<file path="config.mk">
export PLATFORM = sky130hd
export DESIGN_NAME = page_frame_replacement
export DESIGN_NICKNAME = d
export VERILOG_FILES = /design/src/rtl/pfr_pkg.sv /design/src/rtl/page_frame_replacement.sv /design/src/rtl/pfr_store.sv
export SDC_FILE = /design/constraint.sdc
export NUM_CORES = 1
export LEC_CHECK = 0
export ABC_CLOCK_PERIOD_IN_PS = 12320
export BUFFER_PORTS_ARGS = -buffer_cell sky130_fd_sc_hd__buf_2
export CORE_ASPECT_RATIO = 1.1
export CORE_MARGIN = 4
export CORE_UTILIZATION = 44
export DETAILED_ROUTE_END_ITERATION = 16
export SYNTH_ARGS = -nofsm -noshare
export SYNTH_HDL_FRONTEND = slang
export SYNTH_SLANG_ARGS = --single-unit
</file>
<file path="constraint.sdc">
create_clock -name clk -period 12.32 [get_ports clk]
set_clock_uncertainty 0.1 [all_clocks]
set_input_delay 1.232 -clock clk [delete_from_list [all_inputs] [get_ports clk]]
set_output_delay 1.232 -clock clk [all_outputs]
set_load 0.05 [all_outputs]
</file>
<file path="src/rtl/pfr_pkg.sv">
// Package for the page frame replacement block: sizes, operation and
// register codes, request, response and frame table types.
// No dependencies.
package pfr_pkg;

	// Frame table size and page size (page size is a power of two)
	localparam int NUM_FRAMES = 16;
	localparam int PAGE_WORDS = 16;
	localparam int PAGE_SHIFT = $clog2(PAGE_WORDS);
	localparam int IDXW       = $clog2(NUM_FRAMES);
	localparam int CNTW       = IDXW + 1;

	// Field widths
	localparam int OWNER_W = 8;
	localparam int PAGE_W  = 12;
	localparam int TIME_W  = 32;

	// Configuration port
	localparam int CFG_IDX_W  = 1;
	localparam int CFG_DATA_W = 5;
	localparam logic [CFG_IDX_W-1:0] CFG_POLICY = 1'd0;
	localparam logic [CFG_IDX_W-1:0] CFG_FRAMES = 1'd1;

	// Replacement policies
	localparam logic POLICY_FIFO = 1'b0;
	localparam logic POLICY_LRU  = 1'b1;

	// Operation codes
	localparam logic [1:0] FUNC_FAULT   = 2'd0;
	localparam logic [1:0] FUNC_TOUCH   = 2'd1;
	localparam logic [1:0] FUNC_RELEASE = 2'd2;

	typedef struct packed {
		logic [1:0]         func;
		logic [OWNER_W-1:0] owner_id;
		logic [15:0]        address;
		logic [3:0]         frame_index;
		logic [TIME_W-1:0]  now;
	} req_t;

	typedef struct packed {
		logic [3:0]         chosen_frame;
		logic               evicted;
		logic [OWNER_W-1:0] evicted_owner;
		logic [PAGE_W-1:0]  evicted_page;
	} rsp_t;

	// One frame table entry as read from the store
	typedef struct packed {
		logic [OWNER_W-1:0] owner;
		logic [PAGE_W-1:0]  page;
		logic [TIME_W-1:0]  alloc_time;
		logic [TIME_W-1:0]  access_time;
	} entry_t;

	// Write controls toward the store
	typedef struct packed {
		logic            info_we;
		logic            access_we;
		logic [IDXW-1:0] addr;
		entry_t          data;
	} wr_t;

endpackage

</file>
<file path="src/rtl/page_frame_replacement.sv">
// Page frame replacement: top level with request sequencer, frame scan and
// result register. Depends on pfr_pkg and pfr_store.
//
// Frame table for demand paging. A fault takes the lowest free managed frame
// without a scan; when every managed frame is allocated it reads the frame
// table one entry per cycle to find the oldest allocation (FIFO) or oldest
// access (LRU) among the managed frames (n_frames, held to 1..NUM_FRAMES).
// A release reads every frame's owner the same way. Touch and unused codes
// need no table read. The single read port of the frame table memory sets
// the pace of these reads. One request is in work at a time; the result
// register lets the next request in while a response waits, and a request
// that finishes while that register is still full holds in its final state
// until it drains.
module page_frame_replacement (
	input  logic                             clk,
	input  logic                             arst_n,
	input  logic                             in_valid,
	output logic                             in_ready,
	input  pfr_pkg::req_t                    req,
	output logic                             out_valid,
	input  logic                             out_ready,
	output pfr_pkg::rsp_t                    rsp,
	input  logic                             cfg_we,
	input  logic [pfr_pkg::CFG_IDX_W-1:0]    cfg_index,
	input  logic [pfr_pkg::CFG_DATA_W-1:0]   cfg_data
);

	localparam logic [1:0] ST_IDLE  = 2'd0;
	localparam logic [1:0] ST_SCAN  = 2'd1;
	localparam logic [1:0] ST_SWEEP = 2'd2;
	localparam logic [1:0] ST_FIN   = 2'd3;

	localparam int IDXW = pfr_pkg::IDXW;
	localparam int CNTW = pfr_pkg::CNTW;

	logic [1:0]                        state_q;
	logic                              policy_q;
	logic [pfr_pkg::CFG_DATA_W-1:0]    frames_q;
	logic [pfr_pkg::NUM_FRAMES-1:0]    alloc_q;
	pfr_pkg::req_t                     req_q;
	logic [CNTW-1:0]                   cnt_q;
	logic [CNTW-1:0]                   lim_q;
	logic                              rd_vld_s1;
	logic [IDXW-1:0]                   idx_s1;
	logic [IDXW-1:0]                   best_idx_q;
	logic [pfr_pkg::TIME_W-1:0]        best_key_q;
	logic [pfr_pkg::OWNER_W-1:0]       best_owner_q;
	logic [pfr_pkg::PAGE_W-1:0]        best_page_q;
	logic                              evict_q;
	logic                              out_valid_q;
	pfr_pkg::rsp_t                     rsp_q;

	logic [CNTW-1:0]                   n_frames;
	logic                              free_found;
	logic [IDXW-1:0]                   free_idx;
	logic                              accept;
	logic                              issue;
	logic                              last;
	logic                              better;
	logic [pfr_pkg::TIME_W-1:0]        key;
	logic                              push;
	logic                              touch_ok;
	pfr_pkg::entry_t                   rd_data;
	pfr_pkg::wr_t                      wr;
	pfr_pkg::rsp_t                     rsp_d;

	// Clamp the managed frame count to 1..NUM_FRAMES
	always_comb begin
		if (frames_q == '0) begin
			n_frames = CNTW'(1);
		end else if (32'(frames_q) > pfr_pkg::NUM_FRAMES) begin
			n_frames = CNTW'(pfr_pkg::NUM_FRAMES);
		end else begin
			n_frames = CNTW'(frames_q);
		end
	end

	// Find the lowest free managed frame
	always_comb begin
		free_found = 1'b0;
		free_idx   = '0;
		for (int i = pfr_pkg::NUM_FRAMES - 1; i >= 0; i--) begin
			if (!alloc_q[i] && (32'(i) < 32'(n_frames))) begin
				free_found = 1'b1;
				free_idx   = IDXW'(i);
			end
		end
	end

	assign in_ready = (state_q == ST_IDLE);
	assign accept   = in_valid && in_ready;

	// Table read sequencing, shared by victim scan and release sweep
	assign issue = ((state_q == ST_SCAN) || (state_q == ST_SWEEP)) && (cnt_q < lim_q);
	assign last  = rd_vld_s1 && (({1'b0, idx_s1} + CNTW'(1)) == lim_q);

	// Compare key of the returning entry against the best so far
	assign key    = (policy_q == pfr_pkg::POLICY_LRU) ? rd_data.access_time
		: rd_data.alloc_time;
	assign better = (idx_s1 == '0) || (key < best_key_q);

	// Hand the result over once the output register is free
	assign push     = (state_q == ST_FIN) && (!out_valid_q || out_ready);
	assign touch_ok = (32'(req_q.frame_index) < 32'(n_frames));

	// Build the response
	always_comb begin
		rsp_d = '0;
		if (req_q.func == pfr_pkg::FUNC_FAULT) begin
			rsp_d.chosen_frame = 4'(best_idx_q);
			rsp_d.evicted      = evict_q;
			if (evict_q) begin
				rsp_d.evicted_owner = best_owner_q;
				rsp_d.evicted_page  = best_page_q;
			end
		end
	end

	// Table writes on completion
	always_comb begin
		wr                  = '0;
		wr.data.owner       = req_q.owner_id;
		wr.data.page        = pfr_pkg::PAGE_W'(req_q.address >> pfr_pkg::PAGE_SHIFT);
		wr.data.alloc_time  = req_q.now;
		wr.data.access_time = req_q.now;
		wr.addr             = best_idx_q;
		if (push) begin
			if (req_q.func == pfr_pkg::FUNC_FAULT) begin
				wr.info_we   = 1'b1;
				wr.access_we = 1'b1;
			end else if (req_q.func == pfr_pkg::FUNC_TOUCH && touch_ok) begin
				wr.access_we = 1'b1;
				wr.addr      = IDXW'(req_q.frame_index);
			end
		end
	end

	pfr_store u_store (
		.clk     (clk),
		.rd_en   (issue),
		.rd_addr (cnt_q[IDXW-1:0]),
		.rd_data (rd_data),
		.wr      (wr)
	);

	// Configuration registers
	always_ff @(posedge clk or negedge arst_n) begin
		if (!arst_n) begin
			policy_q <= pfr_pkg::POLICY_LRU;
			frames_q <= pfr_pkg::CFG_DATA_W'(16);
		end else if (cfg_we) begin
			case (cfg_index)
				pfr_pkg::CFG_POLICY: policy_q <= cfg_data[0];
				pfr_pkg::CFG_FRAMES: frames_q <= cfg_data;
				default: ;
			endcase
		end
	end

	// Request sequencer and allocation flags
	always_ff @(posedge clk or negedge arst_n) begin
		if (!arst_n) begin
			state_q   <= ST_IDLE;
			alloc_q   <= '0;
			cnt_q     <= '0;
			lim_q     <= '0;
			rd_vld_s1 <= 1'b0;
		end else begin
			rd_vld_s1 <= issue;
			if (issue) begin
				cnt_q <= cnt_q + CNTW'(1);
			end
			case (state_q)
				ST_IDLE: begin
					if (accept) begin
						cnt_q <= '0;
						if (req.func == pfr_pkg::FUNC_FAULT) begin
							lim_q   <= n_frames;
							state_q <= free_found ? ST_FIN : ST_SCAN;
						end else if (req.func == pfr_pkg::FUNC_RELEASE) begin
							lim_q   <= CNTW'(pfr_pkg::NUM_FRAMES);
							state_q <= ST_SWEEP;
						end else begin
							state_q <= ST_FIN;
						end
					end
				end
				ST_SCAN: begin
					if (last) begin
						state_q <= ST_FIN;
					end
				end
				ST_SWEEP: begin
					// drop frames of the released process
					if (rd_vld_s1 && alloc_q[idx_s1] && rd_data.owner == req_q.owner_id) begin
						alloc_q[idx_s1] <= 1'b0;
					end
					if (last) begin
						state_q <= ST_FIN;
					end
				end
				ST_FIN: begin
					if (push) begin
						if (req_q.func == pfr_pkg::FUNC_FAULT) begin
							alloc_q[best_idx_q] <= 1'b1;
						end
						state_q <= ST_IDLE;
					end
				end
				default: state_q <= ST_IDLE;
			endcase
		end
	end

	// Hold the request and track the victim candidate
	always_ff @(posedge clk) begin
		idx_s1 <= cnt_q[IDXW-1:0];
		if (accept) begin
			req_q      <= req;
			best_idx_q <= free_idx;
			evict_q    <= !free_found;
		end
		if (state_q == ST_SCAN && rd_vld_s1 && better) begin
			best_idx_q   <= idx_s1;
			best_key_q   <= key;
			best_owner_q <= rd_data.owner;
			best_page_q  <= rd_data.page;
		end
	end

	// Result register
	always_ff @(posedge clk or negedge arst_n) begin
		if (!arst_n) begin
			out_valid_q <= 1'b0;
		end else if (push) begin
			out_valid_q <= 1'b1;
		end else if (out_ready) begin
			out_valid_q <= 1'b0;
		end
	end

	always_ff @(posedge clk) begin
		if (push) begin
			rsp_q <= rsp_d;
		end
	end

	assign out_valid = out_valid_q;
	assign rsp       = rsp_q;

endmodule

</file>
<file path="src/rtl/pfr_store.sv">
// Frame table store: owner, page and allocation time in one memory,
// last-access time in a second, both with registered reads.
// Depends on pfr_pkg.
module pfr_store (
	input  logic                       clk,
	input  logic                       rd_en,
	input  logic [pfr_pkg::IDXW-1:0]   rd_addr,
	output pfr_pkg::entry_t            rd_data,
	input  pfr_pkg::wr_t               wr
);

	typedef struct packed {
		logic [pfr_pkg::OWNER_W-1:0] owner;
		logic [pfr_pkg::PAGE_W-1:0]  page;
		logic [pfr_pkg::TIME_W-1:0]  alloc_time;
	} info_t;

	info_t                       info_mem [pfr_pkg::NUM_FRAMES];
	logic [pfr_pkg::TIME_W-1:0]  acc_mem  [pfr_pkg::NUM_FRAMES];
	info_t                       info_rd_q;
	logic [pfr_pkg::TIME_W-1:0]  acc_rd_q;

	// Write ports
	always_ff @(posedge clk) begin
		if (wr.info_we) begin
			info_mem[wr.addr] <= '{owner: wr.data.owner, page: wr.data.page,
				alloc_time: wr.data.alloc_time};
		end
		if (wr.access_we) begin
			acc_mem[wr.addr] <= wr.data.access_time;
		end
	end

	// Registered read ports
	always_ff @(posedge clk) begin
		if (rd_en) begin
			info_rd_q <= info_mem[rd_addr];
			acc_rd_q  <= acc_mem[rd_addr];
		end
	end

	assign rd_data = '{owner: info_rd_q.owner, page: info_rd_q.page,
		alloc_time: info_rd_q.alloc_time, access_time: acc_rd_q};

endmodule
</file>
# Yosys cells after proc, flatten, opt, wreduce, memory -nomap -nowiden
# Memories as Yosys holds them, arrays and structs flattened. A register that Yosys moved wholly into a read port is not among the register bits.
# Index checks and enable logic that the tools add are counted.
dict set report classes {
  n_addsub 2
  n_lt_le_gt_ge 24
  eq_ne 12
  mux 70
  bitwise 4
  reduce_logical 64
}
# cell count
set op_table {}
lappend op_table {{$mux W4} 19}
lappend op_table {{$mux W16} 3}
lappend op_table {{$lt A4 B5 Y1 const A} 8}
lappend op_table {{$mux W5} 8}
lappend op_table {{$lt A32 B32 Y1} 1}
lappend op_table {{$mux W32} 1}
lappend op_table {{$pmux W16 S2} 1}
lappend op_table {{$mux W1} 28}
lappend op_table {{$logic_and A1 B1 Y1} 27}
lappend op_table {{$lt A3 B5 Y1 const A} 4}
lappend op_table {{$logic_not A1 Y1} 18}
lappend op_table {{$and A16 B16 Y16} 1}
lappend op_table {{$not A16 Y16} 1}
lappend op_table {{$or A16 B16 Y16} 1}
lappend op_table {{$lt A1 B5 Y1 const A} 2}
lappend op_table {{$lt A2 B5 Y1 const A} 2}
lappend op_table {{$lt A4 B5 Y1 const B} 2}
lappend op_table {{$mux W2} 5}
lappend op_table {{$demux W1 S4} 2}
lappend op_table {{$eq A8 B8 Y1} 1}
lappend op_table {{$ge A4 B1 Y1 const B} 2}
lappend op_table {{$ne A2 B1 Y1 const B} 4}
lappend op_table {{$reduce_bool A2 Y1} 4}
lappend op_table {{$eq A2 B2 Y1 const B} 3}
lappend op_table {{20 further kinds} 28}
dict set report totals {
  regBits 184
  ramBits 1344
  in_bits 73
  output_inout_bits 27
  wordCells 201
  n_memories 2
}
# memory depth word_bits read_ports rd_ports_with_merged_regs wr line_no
set mem_list {}
lappend mem_list {u_store.info_mem 16 52 1 1 1 pfr_store.sv:18} ;# info_t info_mem [pfr_pkg::NUM_FRAMES];
lappend mem_list {u_store.acc_mem 16 32 1 1 1 pfr_store.sv:19} ;# logic [pfr_pkg::TIME_W-1:0] acc_mem [pfr_pkg::NUM_FRAMES];

# Depth between registers and ports, before layout
# Gate-level depths: netlist of run 1.
dict set report depth {
  word_depth 25
  ltp_mapped 10
  depth_no_buf 8
}

# Cells and area by module
# Synthesis of run 1 repeated with hierarchy kept, for this count alone.
dict set report hier_totals {
  hier_cells 2822
  hier_area_um2 61520.3
}
# mod n_inst cells_each area_each_um2 seq_area_each_um2
set modules_own_cells {}
lappend modules_own_cells {pfr_store 1 2179 52993.3 42881.1}
lappend modules_own_cells {page_frame_replacement 1 643 8526.9 5187.5}

# Least setup slack after synthesis of run 1
# Ideal clock, no wire load.
dict set report synth_timing {
  path_kind {input-to-reg}
  from {input out_ready}
  to {memory u_store.acc_mem[4][0] (netlist bit), enable pin}
  setup_time_ns 0.511
  arrival_ns 5.203
  t_required_ns 11.709
  slack_ns 6.506
  cell_stages 5
  path_buffers 0
  cell_sequence {nand2b_1 nand4b_1 nor3_1 a21oi_1 o41ai_1}
}
dict set report synth_between {
  elab_chain_len 5
}
# element line_no
set synth_lines {}
lappend synth_lines {{from (decl)} page_frame_replacement.sv:21} ;# input logic out_ready,
lappend synth_lines {{$logic_or A1 B1 Y1 *} page_frame_replacement.sv:103} ;# assign push = (state_q == ST_FIN) && (!out_valid_q || out_ready);
lappend synth_lines {{$logic_and A1 B1 Y1 *} page_frame_replacement.sv:103}
lappend synth_lines {{$mux W6 *} page_frame_replacement.sv:127} ;# if (push) begin
lappend synth_lines {{$mux W1} pfr_store.sv:29} ;# if (wr.access_we) begin
lappend synth_lines {{$mux W1 (not written as such)} pfr_store.sv:30} ;# acc_mem[wr.addr] <= wr.data.access_time;
lappend synth_lines {{to (decl)} pfr_store.sv:19}
# Every way passes the cells marked *; elsewhere a longest branch is shown, timed or not.

# Worst setup path in the final report of run 1
dict set report layout_timing {
  from {register policy_q}
  to {register best_idx_q[0], data pin}
}
dict set report layout_between {
  elab_chain_len 5
}
# element line_no
set layout_lines {}
lappend layout_lines {{from (decl)} page_frame_replacement.sv:37} ;# logic policy_q;
lappend layout_lines {{from (signal assigned)} page_frame_replacement.sv:149} ;# policy_q <= pfr_pkg::POLICY_LRU;
lappend layout_lines {{from (signal assigned)} page_frame_replacement.sv:153} ;# pfr_pkg::CFG_POLICY: policy_q <= cfg_data[0];
lappend layout_lines {{$mux W32} page_frame_replacement.sv:98} ;# assign key = (policy_q == pfr_pkg::POLICY_LRU) ? rd_data.access_time
lappend layout_lines {{named net key, one bit} page_frame_replacement.sv:60} ;# logic [pfr_pkg::TIME_W-1:0] key;
lappend layout_lines {{$lt A32 B32 Y1} page_frame_replacement.sv:100} ;# assign better = (idx_s1 == '0) || (key < best_key_q);
lappend layout_lines {{$logic_or A1 B1 Y1} page_frame_replacement.sv:100}
lappend layout_lines {{$logic_and A1 B1 Y1} page_frame_replacement.sv:223} ;# if (state_q == ST_SCAN && rd_vld_s1 && better) begin
lappend layout_lines {{$mux W4} page_frame_replacement.sv:223}
lappend layout_lines {{to (signal assigned)} page_frame_replacement.sv:220} ;# best_idx_q <= free_idx;
lappend layout_lines {{to (signal assigned)} page_frame_replacement.sv:224} ;# best_idx_q <= idx_s1;
lappend layout_lines {{to (decl)} page_frame_replacement.sv:45} ;# logic [IDXW-1:0] best_idx_q;
# The timed path passes the listed nets, and every way through them passes these cells.
# A chain may end at the register's enable or synchronous reset.

==> reports/metrics.cfg, run 1 <==
[outcome]
status = finished, final reports clean

[setup_path]
cp-startpoint = policy_q$_DFFE_PN1P_
crit_type = reg -> reg
cp-start-kind = register
r2r_slack_ns = 6.81
end_kind = register
cp_max_fo = 33
crit_required_ns = 12.74
worst_r2r_path_depth = 11
reg2reg_from = policy_q$_DFFE_PN1P_
r2r_end = best_idx_q[0]$_DFFE_PP_
arrival_ns = 5.93

[drt]
viasPerCell = 5.79
routed-via-count = 27700
drt_iter0_drc = 2875
post_drt_wl_per_cell_um = 29.3
ant_nets = 0
drc = 0
wirelength_um = 140000
drtPass1Iterations = 5

[timing]
period_needed_ns = 5.51
relSlewSlack_pct = 25.5
worst_pin_slew_ns = 1.12
slew_viol_final = 0
post-route-period-util_pct = 44.8
max_freq_ghz = 0.181
rsz0062_at_grt = false
setup_viol = 0
finalHoldViolations = 0
fin_setup_tns_ns = 0

[yosys]
synth_top_family_by_area = multiplexers
synthAdderAreaFrac_pct = 0.975
ys_ff_latch = 1608
synth_edf_count = 1568
synthSimpleGateAreaFrac_pct = 1.66
ys_seq_area_share_pct = 78.1
synth_compound_area_share_pct = 1.45
synth_fp_nets = 2774
async_reset_ff_share_pct = 2.24
synth-xor-area-share_pct = 0.199
synthCells = 2653
syn_area_per_cell_sq_um = 23.2
netlist_area_sq_um = 61600
synthMuxAreaShare_pct = 16.4
synthFlopType = edfxtp_1
synth_warnings = 0
synth_cell_types = 73

[cts]
cts_max_path_buffers = 3
cts_tree = built
cts_hold_buffers = 0
clk_latency_ns = 0.78
clk_pin_slew_ns = 0.06
cts_setup_buffers = 0
cts-resized-gates = 0
clock-sinks = 1608
htreeDepth = 4
cts-root-buf = clkbuf_16
cts_inserted_buffers = 159

[grt]
grt_pass1_vias = 29400
grt_overflow = 0
grt_pass1_wl_um = 204000
grt_max_degree = 133
grt_use_total_pct = 19.3
antenna_found_initial = 0

[place]
gp_congestion = 0.854
hpwl_um = 69600
io_buffers = 95
dp.cells = 4491
place_area_sq_um = 64500

[cells_and_area]
nNetsFinal = 2961
fin_cells = 4779
areaGrowthSynthToFinish_pct = 12.7
utilization_pct = 50.0
antenna_cells = 0
fin_area_sq_um = 69400
layout-drive-gt1-share_pct = 29.4

[worst_hold_path]
hp-start = u_store.rd_data[64]$_DFFE_PP_
hold_path_class = reg -> reg
whs_path_depth = 0
min_to = best_page_q[0]$_DFFE_PP_

[floorplan]
core_sq_um = 139000
num_rows = 143
die_width_um = 365
io_pins = 100
die_h_um = 400
die-area_sq_um = 146000
start_util_pct = 44.4

[run]
cap_violations = 0

[power]
vdd_drop_max_uv = 108
p_leak_nw = 22.7
powerDensity_nw_per_um2 = 153

==> registers in the layout, indices dropped and copies added (netlist names) <==
signal and flops:
rd_vld_s1 1, best_key_q 32, rsp 25, alloc_q 16, best_owner_q 8, state_q 2
cnt_q 5, req_q 58, u_store.acc_mem 512, idx_s1 4, lim_q 5, best_page_q 12
policy_q 1, best_idx_q 4, frames_q 5, u_store.rd_data 52, u_store.acc_rd_q 32, evict_q 1
u_store.info_mem 832, out_valid 1
==> per-layer routing <==
metal / share of wire [%] / track usage, %
met3: 5.1 / 3.10
met5: 0 / 0
met4: 2.5 / 5.66
met2: 51 / 32.7
met1: 41 / 26.0
==> placed cells by master (no fill, tap or decap), types with 6 or more instances in the layout <==
cell,Yosys,routed
a21oi_1,32,31
a31oi_1,7,7
and2_1,7,6
and3_1,22,22
buf_2,45,95
buf_4,4,48
bufinv_16,0,10
clkbuf_1,68,32
clkbuf_16,0,161
clkinv_1,0,43
clkinv_2,0,23
dfrtp_1,34,30
edfxtp_1,1568,1568
ha_1,48,48
inv_1,64,51
inv_2,0,12
inv_6,0,7
mux2_2,42,42
mux4_2,420,420
nand2_1,50,50
nand2b_1,18,18
nand3_1,16,16
nor2_1,34,30
nor2b_1,11,11
nor3_1,12,12
o21ai_0,19,19
o31ai_4,0,9
xnor2_1,13,13
==> kinds of logic after synthesis <==
group | Yosys count
mux | 471
xor+xnor | 14
flops | 1608
simple gates | 198
compound gates | 130
buf+inv | 184
fa+ha+maj | 48
==> cell type report <==
class,count,area [sq um]
Clock buffer,193,4150
Clock inverter,95,791
Fill cell,10800,69300
Inverter,64,243
Multi-Input combinational cell,861,13000
Sequential cell,1608,48100
Tap cell,1812,2270
Timing Repair Buffer,146,896
==> worst max path at each step <==
stage / slack [ns] / end
after global routing: 6.64 / best_idx_q[0]$_DFFE_PP_
after detailed placement: 6.63 / best_idx_q[1]$_DFFE_PP_
final: 6.81 / best_idx_q[0]$_DFFE_PP_
after global placement: 6.73 / best_idx_q[0]$_DFFE_PP_
after floorplan: 6.51 / u_store.acc_mem[4][0]$_DFFE_PP_
after CTS: 6.61 / best_idx_q[0]$_DFFE_PP_
==> power breakdown <==
group	switching [mW]	internal (mW)	leakage, nW	total, mW
Clock	2.02	2.61	2.41	4.63
Sequential	0.0118	5.92	14.6	5.93
Combinational	0.0483	0.0398	5.70	0.0881
Total	2.08	8.57	22.7	10.6
==> cells in the mapped netlist (16+ instances only) <==
cell | instances | area, sq um
clkbuf_1 | 68 | 255
nand3_1 | 16 | 80.1
nor2_1 | 34 | 128
a21oi_1 | 32 | 160
nand2_1 | 50 | 188
buf_2 | 45 | 225
mux4_2 | 420 | 9460
o21ai_0 | 19 | 95.1
ha_1 | 48 | 601
inv_1 | 64 | 240
edfxtp_1 | 1568 | 47100
dfrtp_1 | 34 | 851
mux2_2 | 42 | 473
and3_1 | 22 | 138
nand2b_1 | 18 | 113
==> worst max-delay path, cell delays in order (launching register included) <==
cell and delay [ns]:
dfstp_2 0.51, buf_4 0.50, mux2_2 0.43, ha_1 0.30, and3_1 0.20, a221o_1 0.35, a2111oi_0 0.94, a21oi_1 0.26
a21oi_4 0.16, buf_4 0.43, buf_4 0.54, mux2_2 0.40
==> stage by stage <==
stage / hold slack (ns) / total power, mW / worst slack [ns]
finish: 0.316 / 10.6 / 6.81
global route: 0.332 / 11.0 / 6.64
CTS: 0.315 / 10.8 / 6.61
detailed placement: 0.308 / 6.13 / 6.63
global placement: 0.307 / 6.13 / 6.73
floorplan: 0.272 / 6.10 / 6.51
Note: power is estimated with default switching activity, not from simulation.
==> run 2, diff against run 1 <==
ABC_CLOCK_PERIOD_IN_PS = 5100   (was 12320)
clock period = 5.1 ns   (was 12.32 ns; I/O delays follow)
==> reports/metrics.cfg, run 2 (synthesized netlist as in run 1, its figures left out) <==
[timing]
worst_slack_ns = 1.02  ; -5.79 ns
slew_viol_final = 0  ; unchanged
fin_setup_tns_ns = 0  ; unchanged
rsz0062_at_grt = false
finalHoldViolations = 0  ; unchanged
setup_viol = 0  ; unchanged
worst_pin_slew_ns = 1.28  ; +0.166 ns
max_freq_ghz = 0.245  ; +35%
period_needed_ns = 4.08  ; -1.43 ns
relSlewSlack_pct = 14.3  ; -11 points
whs_ns = 0.0574  ; -0.259 ns
post-route-period-util_pct = 80.0  ; +35 points

[cts]
clk_latency_ns = 0.79  ; about the same
cts_tree = built
cts_max_path_buffers = 3  ; unchanged
clk_pin_slew_ns = 0.06  ; about the same
cts_inserted_buffers = 158  ; -0.63%
clock-sinks = 1608  ; unchanged
cts-root-buf = clkbuf_16
htreeDepth = 4  ; unchanged

[grt]
globalRouteMet3Util_pct = 2.90  ; -0.21 points
busiest_layer = met2
grt_max_degree = 134  ; +0.75%
use_met1_pct = 26.6  ; +0.51 points
grt_pass1_wl_um = 202000  ; -0.83%
gr-usage-met2_pct = 31.7  ; -0.97 points
grt_overflow = 0  ; unchanged
grt_pass1_vias = 29400  ; +0.25%
antenna_found_initial = 1  ; +1
grt_use_total_pct = 19.1  ; -0.25 points

[drt]
drc = 0  ; unchanged
viasPerCell = 5.81  ; +0.31%
post_drt_wl_per_cell_um = 28.5  ; -2.7%
ant_nets = 0  ; unchanged
routed-via-count = 28200  ; +1.9%
drtPass1Iterations = 5  ; unchanged
wirelength_um = 138000  ; -1.1%
drt_iter0_drc = 2847  ; -0.97%

[setup_path]
crit_required_ns = 5.44  ; -7.30 ns
cp_max_fo = 36  ; +9.1%
r2r_slack_ns = 1.02  ; -5.79 ns
end_kind = register
arrival_ns = 4.42  ; -1.51 ns
worst_r2r_path_depth = 8  ; -3
crit_type = reg -> reg
cp-start-kind = register

[power]
powerDensity_nw_per_um2 = 369  ; +140%
total_power_mw = 26.0  ; +140%
p_leak_nw = 23.2  ; +2.0%
vdd_drop_max_uv = 288  ; +170%

[cells_and_area]
antenna_cells = 0  ; unchanged
nNetsFinal = 3030  ; +2.3%
largest_register_ffs = 832  ; unchanged
final_cell_mix = 1568 x edfxtp_1, 420 x mux4_2, 161 x clkbuf_16
final_common_cell = edfxtp_1
fin_cells = 4853  ; +1.5%
largestRegisters = u_store.info_mem (832), u_store.acc_mem (512), req_q (58)
areaGrowthSynthToFinish_pct = 14.5
regMostFlops = u_store.info_mem
utilization_pct = 50.8  ; +0.80 points
fin_area_sq_um = 70500  ; +1.6%
layout-drive-gt1-share_pct = 29.2  ; -0.16 points

[place]
place_area_sq_um = 64800  ; +0.48%
dp.cells = 4497  ; +0.13%
io_buffers = 95  ; unchanged
gp_congestion = 0.829  ; -3.0%
hpwl_um = 71500  ; +2.6%
preCtsSetupSlack_ns = 0.999  ; -5.63 ns

[floorplan]
die_h_um = 400  ; unchanged
io_pins = 100  ; unchanged
core_sq_um = 139000  ; unchanged
start_util_pct = 44.4  ; unchanged
die_width_um = 365  ; unchanged
die-area_sq_um = 146000  ; unchanged
num_rows = 143  ; unchanged

[run]
cap_violations = 0  ; unchanged

[outcome]
status = finished, final reports clean

[worst_hold_path]
whs_path_depth = 3  ; +3
hold_path_class = in -> reg

[run 2: cell count changes in the layout (fill, tap and decap cells not counted), sizes merged]
cell,before,now
buf,146,152
bufinv,10,14
clkbuf,193,195
clkinv,72,68
dlygate4sd3,0,64
inv,73,75
[run 2: report_power, final]
part           leakage, nW  internal [mW]  switching (mW)
sequential            14.6           14.3          0.0377
clock                 2.49           6.56            4.90
combinational         6.07          0.129           0.110
[run 2: worst paths after layout]
kind                                               start                        end
max                                 policy_q$_DFFE_PN1P_   best_page_q[9]$_DFFE_PP_
min                                            out_ready      out_valid$_DFFE_PN0P_
max reg2reg                         policy_q$_DFFE_PN1P_   best_page_q[9]$_DFFE_PP_
min reg2reg                u_store.rd_data[74]$_DFFE_PP_  best_page_q[10]$_DFFE_PP_
max in group asynchronous                         arst_n         cnt_q[0]$_DFF_PN0_
min in group asynchronous                         arst_n    frames_q[2]$_DFFE_PN0P_
[run 2: worst max-delay path: stages (launching register included)]
cell,delay [ns]
dfstp_2,0.85
mux2_2,0.41
ha_1,0.28
and3_1,0.19
a221o_1,0.36
a2111oi_0,0.50
a21oi_1,0.25
a21oi_4,0.40
buf_12,0.33
[run 2: layout make-up]
cell class | instances | area, sq um
Multi-Input combinational cell | 861 | 13000
Clock inverter | 97 | 921
Timing Repair Buffer | 216 | 1840
Inverter | 64 | 243
Sequential cell | 1608 | 48100
Tap cell | 1812 | 2270
Fill cell | 10600 | 68200
Clock buffer | 195 | 4180
[run 2: per-layer routing]
layer  vias up  routed length, um  share of wire [%]
li1      11800                  -                  -
met1     15300              58000                 42
met2       924              69800                 50
met3       202               7530                5.4
met4         0               2940                2.1
met5         -                  0                  0
[run 2: what timing repair did]
item                                   in CTS  in global routing
setup buffers                               0                  0
endpoints found under the hold margin     102                  0
hold buffers                               64                  0
resized for setup                           0                  0
==> run 3, diff against run 2 <==
ABC_AREA = 1   (was default)
ABC_CLOCK_PERIOD_IN_PS = 3600   (was 5100)
clock period = 3.6 ns   (was 5.1 ns; I/O delays follow)
==> reports/metrics.cfg, run 3 <==
[outcome]
status = finished, final reports clean

[yosys]
yosysMostFrequentCell = edfxtp_1
synth_common_cells = 1568 x edfxtp_1, 774 x nor2_1, 725 x o21ai_0
netlist.area_leader.share_pct = 74.8  ; -1.6 points
ys_seq_area_share_pct = 76.4  ; -1.7 points
netlist_area_sq_um = 62900  ; +2.2%
syn_area_per_cell_sq_um = 13.4  ; -42%
ys_ff_latch = 1608  ; unchanged
synth_edf_count = 1568  ; unchanged
synth_fp_nets = 4804  ; +73%
synth_area_leaders = edfxtp_1 75%, o21ai_0 5.8%, nor2_1 4.6%
synth_warnings = 0  ; unchanged
synthFlopType = edfxtp_1
synthCells = 4683  ; +77%
async_reset_ff_share_pct = 2.24  ; unchanged
synth_cell_types = 45  ; -38%
synth_largest_area_cell = edfxtp_1

[worst_hold_path]
hold_path_class = in -> reg

[floorplan]
core_sq_um = 142000  ; +2.4%
die_width_um = 369  ; +1.1%
die-area_sq_um = 149000  ; +2.1%
io_pins = 100  ; unchanged
die_h_um = 405  ; +1.1%
start_util_pct = 44.3  ; -0.12 points
num_rows = 145  ; +1.4%

[setup_path]
end_kind = register
path_cells = nor2_4 -> nand2_4 -> nor2_4 -> nor2_4 -> nor2_1 -> inv_1 -> ha_4 -> a21o_1 -> a22oi_4 -> o2111ai_4 -> clkbuf_16 -> nand2_1 -> o21ai_2 -> nor2_4 -> nand2_1 -> nor2_4 -> buf_12 -> buf_12
cp_common_cell = nor2_4
cp-start-kind = register
slowest_delay_ns = 0.41  ; -0.44 ns
r2r_slack_ns = 0.1  ; -0.92 ns
worst-path-buf-inv = 4  ; +3
crit_required_ns = 3.98  ; -1.46 ns
cp_max_fo = 20  ; -44%
arrival_ns = 3.88  ; -0.54 ns
critPathTopFamily = simple AND/OR/NAND/NOR gates
crit_type = reg -> reg
cp_slowest_cell = dfrtp_1

[cts]
clk_latency_ns = 0.80  ; about the same
clk_pin_slew_ns = 0.06  ; about the same
clock-sinks = 1608  ; unchanged
cts_tree = built
cts_inserted_buffers = 160  ; +1.3%
cts_max_path_buffers = 3  ; unchanged
htreeDepth = 4  ; unchanged
cts-root-buf = clkbuf_16

[power]
vdd_drop_max_uv = 665  ; +130%
p_leak_nw = 24.3  ; +4.9%
powerDensity_nw_per_um2 = 788  ; +110%

[grt]
grt_max_degree = 119  ; -11%
busiest_layer = met2
use_met1_pct = 29.2  ; +2.6 points
grt_pass1_vias = 37900  ; +29%
grt_pass1_wl_um = 244000  ; +21%
grt_overflow = 0  ; unchanged
antenna_found_initial = 5  ; +4
gr-usage-met2_pct = 35.7  ; +4.0 points
grt_use_total_pct = 21.9  ; +2.8 points
globalRouteMet3Util_pct = 3.87  ; +0.97 points

[drt]
drtPass1Iterations = 5  ; unchanged
drt_iter0_drc = 4019  ; +41%
drc = 0  ; unchanged
post_drt_wl_per_cell_um = 24.3  ; -15%
viasPerCell = 5.65  ; -2.7%
ant_nets = 0  ; unchanged
routed-via-count = 39200  ; +39%
wirelength_um = 168000  ; +22%

[timing]
slew_viol_final = 0  ; unchanged
worst_pin_slew_ns = 1.36  ; +0.0797 ns
finalHoldViolations = 0  ; unchanged
whs_ns = 0.162  ; +0.105 ns
rsz0062_at_grt = true
fin_setup_tns_ns = 0  ; unchanged
max_freq_ghz = 0.286  ; +16%
period_needed_ns = 3.50  ; -0.576 ns
post-route-period-util_pct = 97.3  ; +17 points
relSlewSlack_pct = 9.18  ; -5.1 points
setup_viol = 0  ; unchanged

[run]
cap_violations = 0  ; unchanged

[place]
gp_congestion = 0.819  ; -1.2%
io_buffers = 95  ; unchanged
dp.cells = 6544  ; +46%
hpwl_um = 93200  ; +30%

[cells_and_area]
largest_register_ffs = 832  ; unchanged
largestRegisters = u_store.info_mem (832), u_store.acc_mem (512), req_q (58)
regMostFlops = u_store.info_mem
final_cell_mix = 1568 x edfxtp_1, 739 x nor2_1, 725 x o21ai_0
nNetsFinal = 5024  ; +66%
fin_cells = 6941  ; +43%
areaGrowthSynthToFinish_pct = 16.5
layout-drive-gt1-share_pct = 11.5  ; -18 points
final_common_cell = edfxtp_1
utilization_pct = 51.6  ; +0.76 points

-- run 3: through the flow --
step | worst slack (ns) | power, mW | cell area (sq um)
2_1_floorplan | -0.0684 | 34.8 | 63200
3_3_place_gp | 0.0372 | 41.8 | 66800
3_5_place_dp | -0.0144 | 42.1 | 66800
4_1_cts | 0.00193 | 58.0 | 72700
5_1_grt | -0.0446 | 60.7 | 73300
6_report | 0.0978 | 57.8 | 73300
-- run 3: report_power, final --
part	switching, mW	total, mW	leakage [nW]	internal (mW)
Combinational	12.6	17.6	7.26	5.03
Sequential	1.12	24.2	14.7	23.0
Clock	7.08	15.9	2.40	8.86
Total	20.8	57.8	24.3	36.9
-- run 3: path summary, 6_finish.rpt --
check                                               from                            endpoint  cells after the start
max in group asynchronous                         arst_n                  cnt_q[1]$_DFF_PN0_                      2
hold reg to reg            u_store.rd_data[70]$_DFFE_PP_            best_page_q[6]$_DFFE_PP_                      0
setup / recovery                 frames_q[2]$_DFFE_PN0P_  u_store.info_mem[11][42]$_DFFE_PP_                     18
hold / removal                                    req[2]                  req_q[2]$_DFFE_PP_                      2
min in group asynchronous                         arst_n              alloc_q[8]$_DFFE_PN0P_                      2
setup reg to reg                 frames_q[2]$_DFFE_PN0P_  u_store.info_mem[11][42]$_DFFE_PP_                     18
-- run 3: per-layer routing --
metal | share of wire, % | vias to the layer above | wire length [um]
met2 | 48 | 1484 | 80400
li1 | - | 17800 | -
met3 | 7.1 | 299 | 12000
met4 | 3.8 | 0 | 6390
met5 | 0 | - | 0
met1 | 41 | 19700 | 69600
-- run 3: cell families (layout without fill, tap and decap cells) --
logic type               Yosys count  after routing  synth area share, %
flip-flops                      1608           1608                 76.4
AND/OR/NAND/NOR                 1420           1420                 9.00
AO/OA/AOI/OAI                   1162           1162                 10.8
buffers and inverters            432            778                 2.70
adder cells (fa/ha/maj)           48             48                0.955
XOR/XNOR                          13             13                0.181
other                              0              1                    0
-- run 3: area by class of cell --
cell class              count  area (sq um)
diodes                      1          2.50
clock buffers             198          4170
clock inverters            90           811
fillers                 11800         68700
inverters                 141           562
multi-input cells        2643         13500
flip-flops and latches   1608         48100
well taps                1911          2390
repair buffers            349          3800
-- run 3: repair_timing --
item	in CTS	in global routing
pin swaps	1	7
buffers inserted	2	13
endpoints found under the hold margin	106	0
gates resized for setup	3	32
gates cloned	2	15
hold buffers	77	0
setup endpoints to repair	130	1157
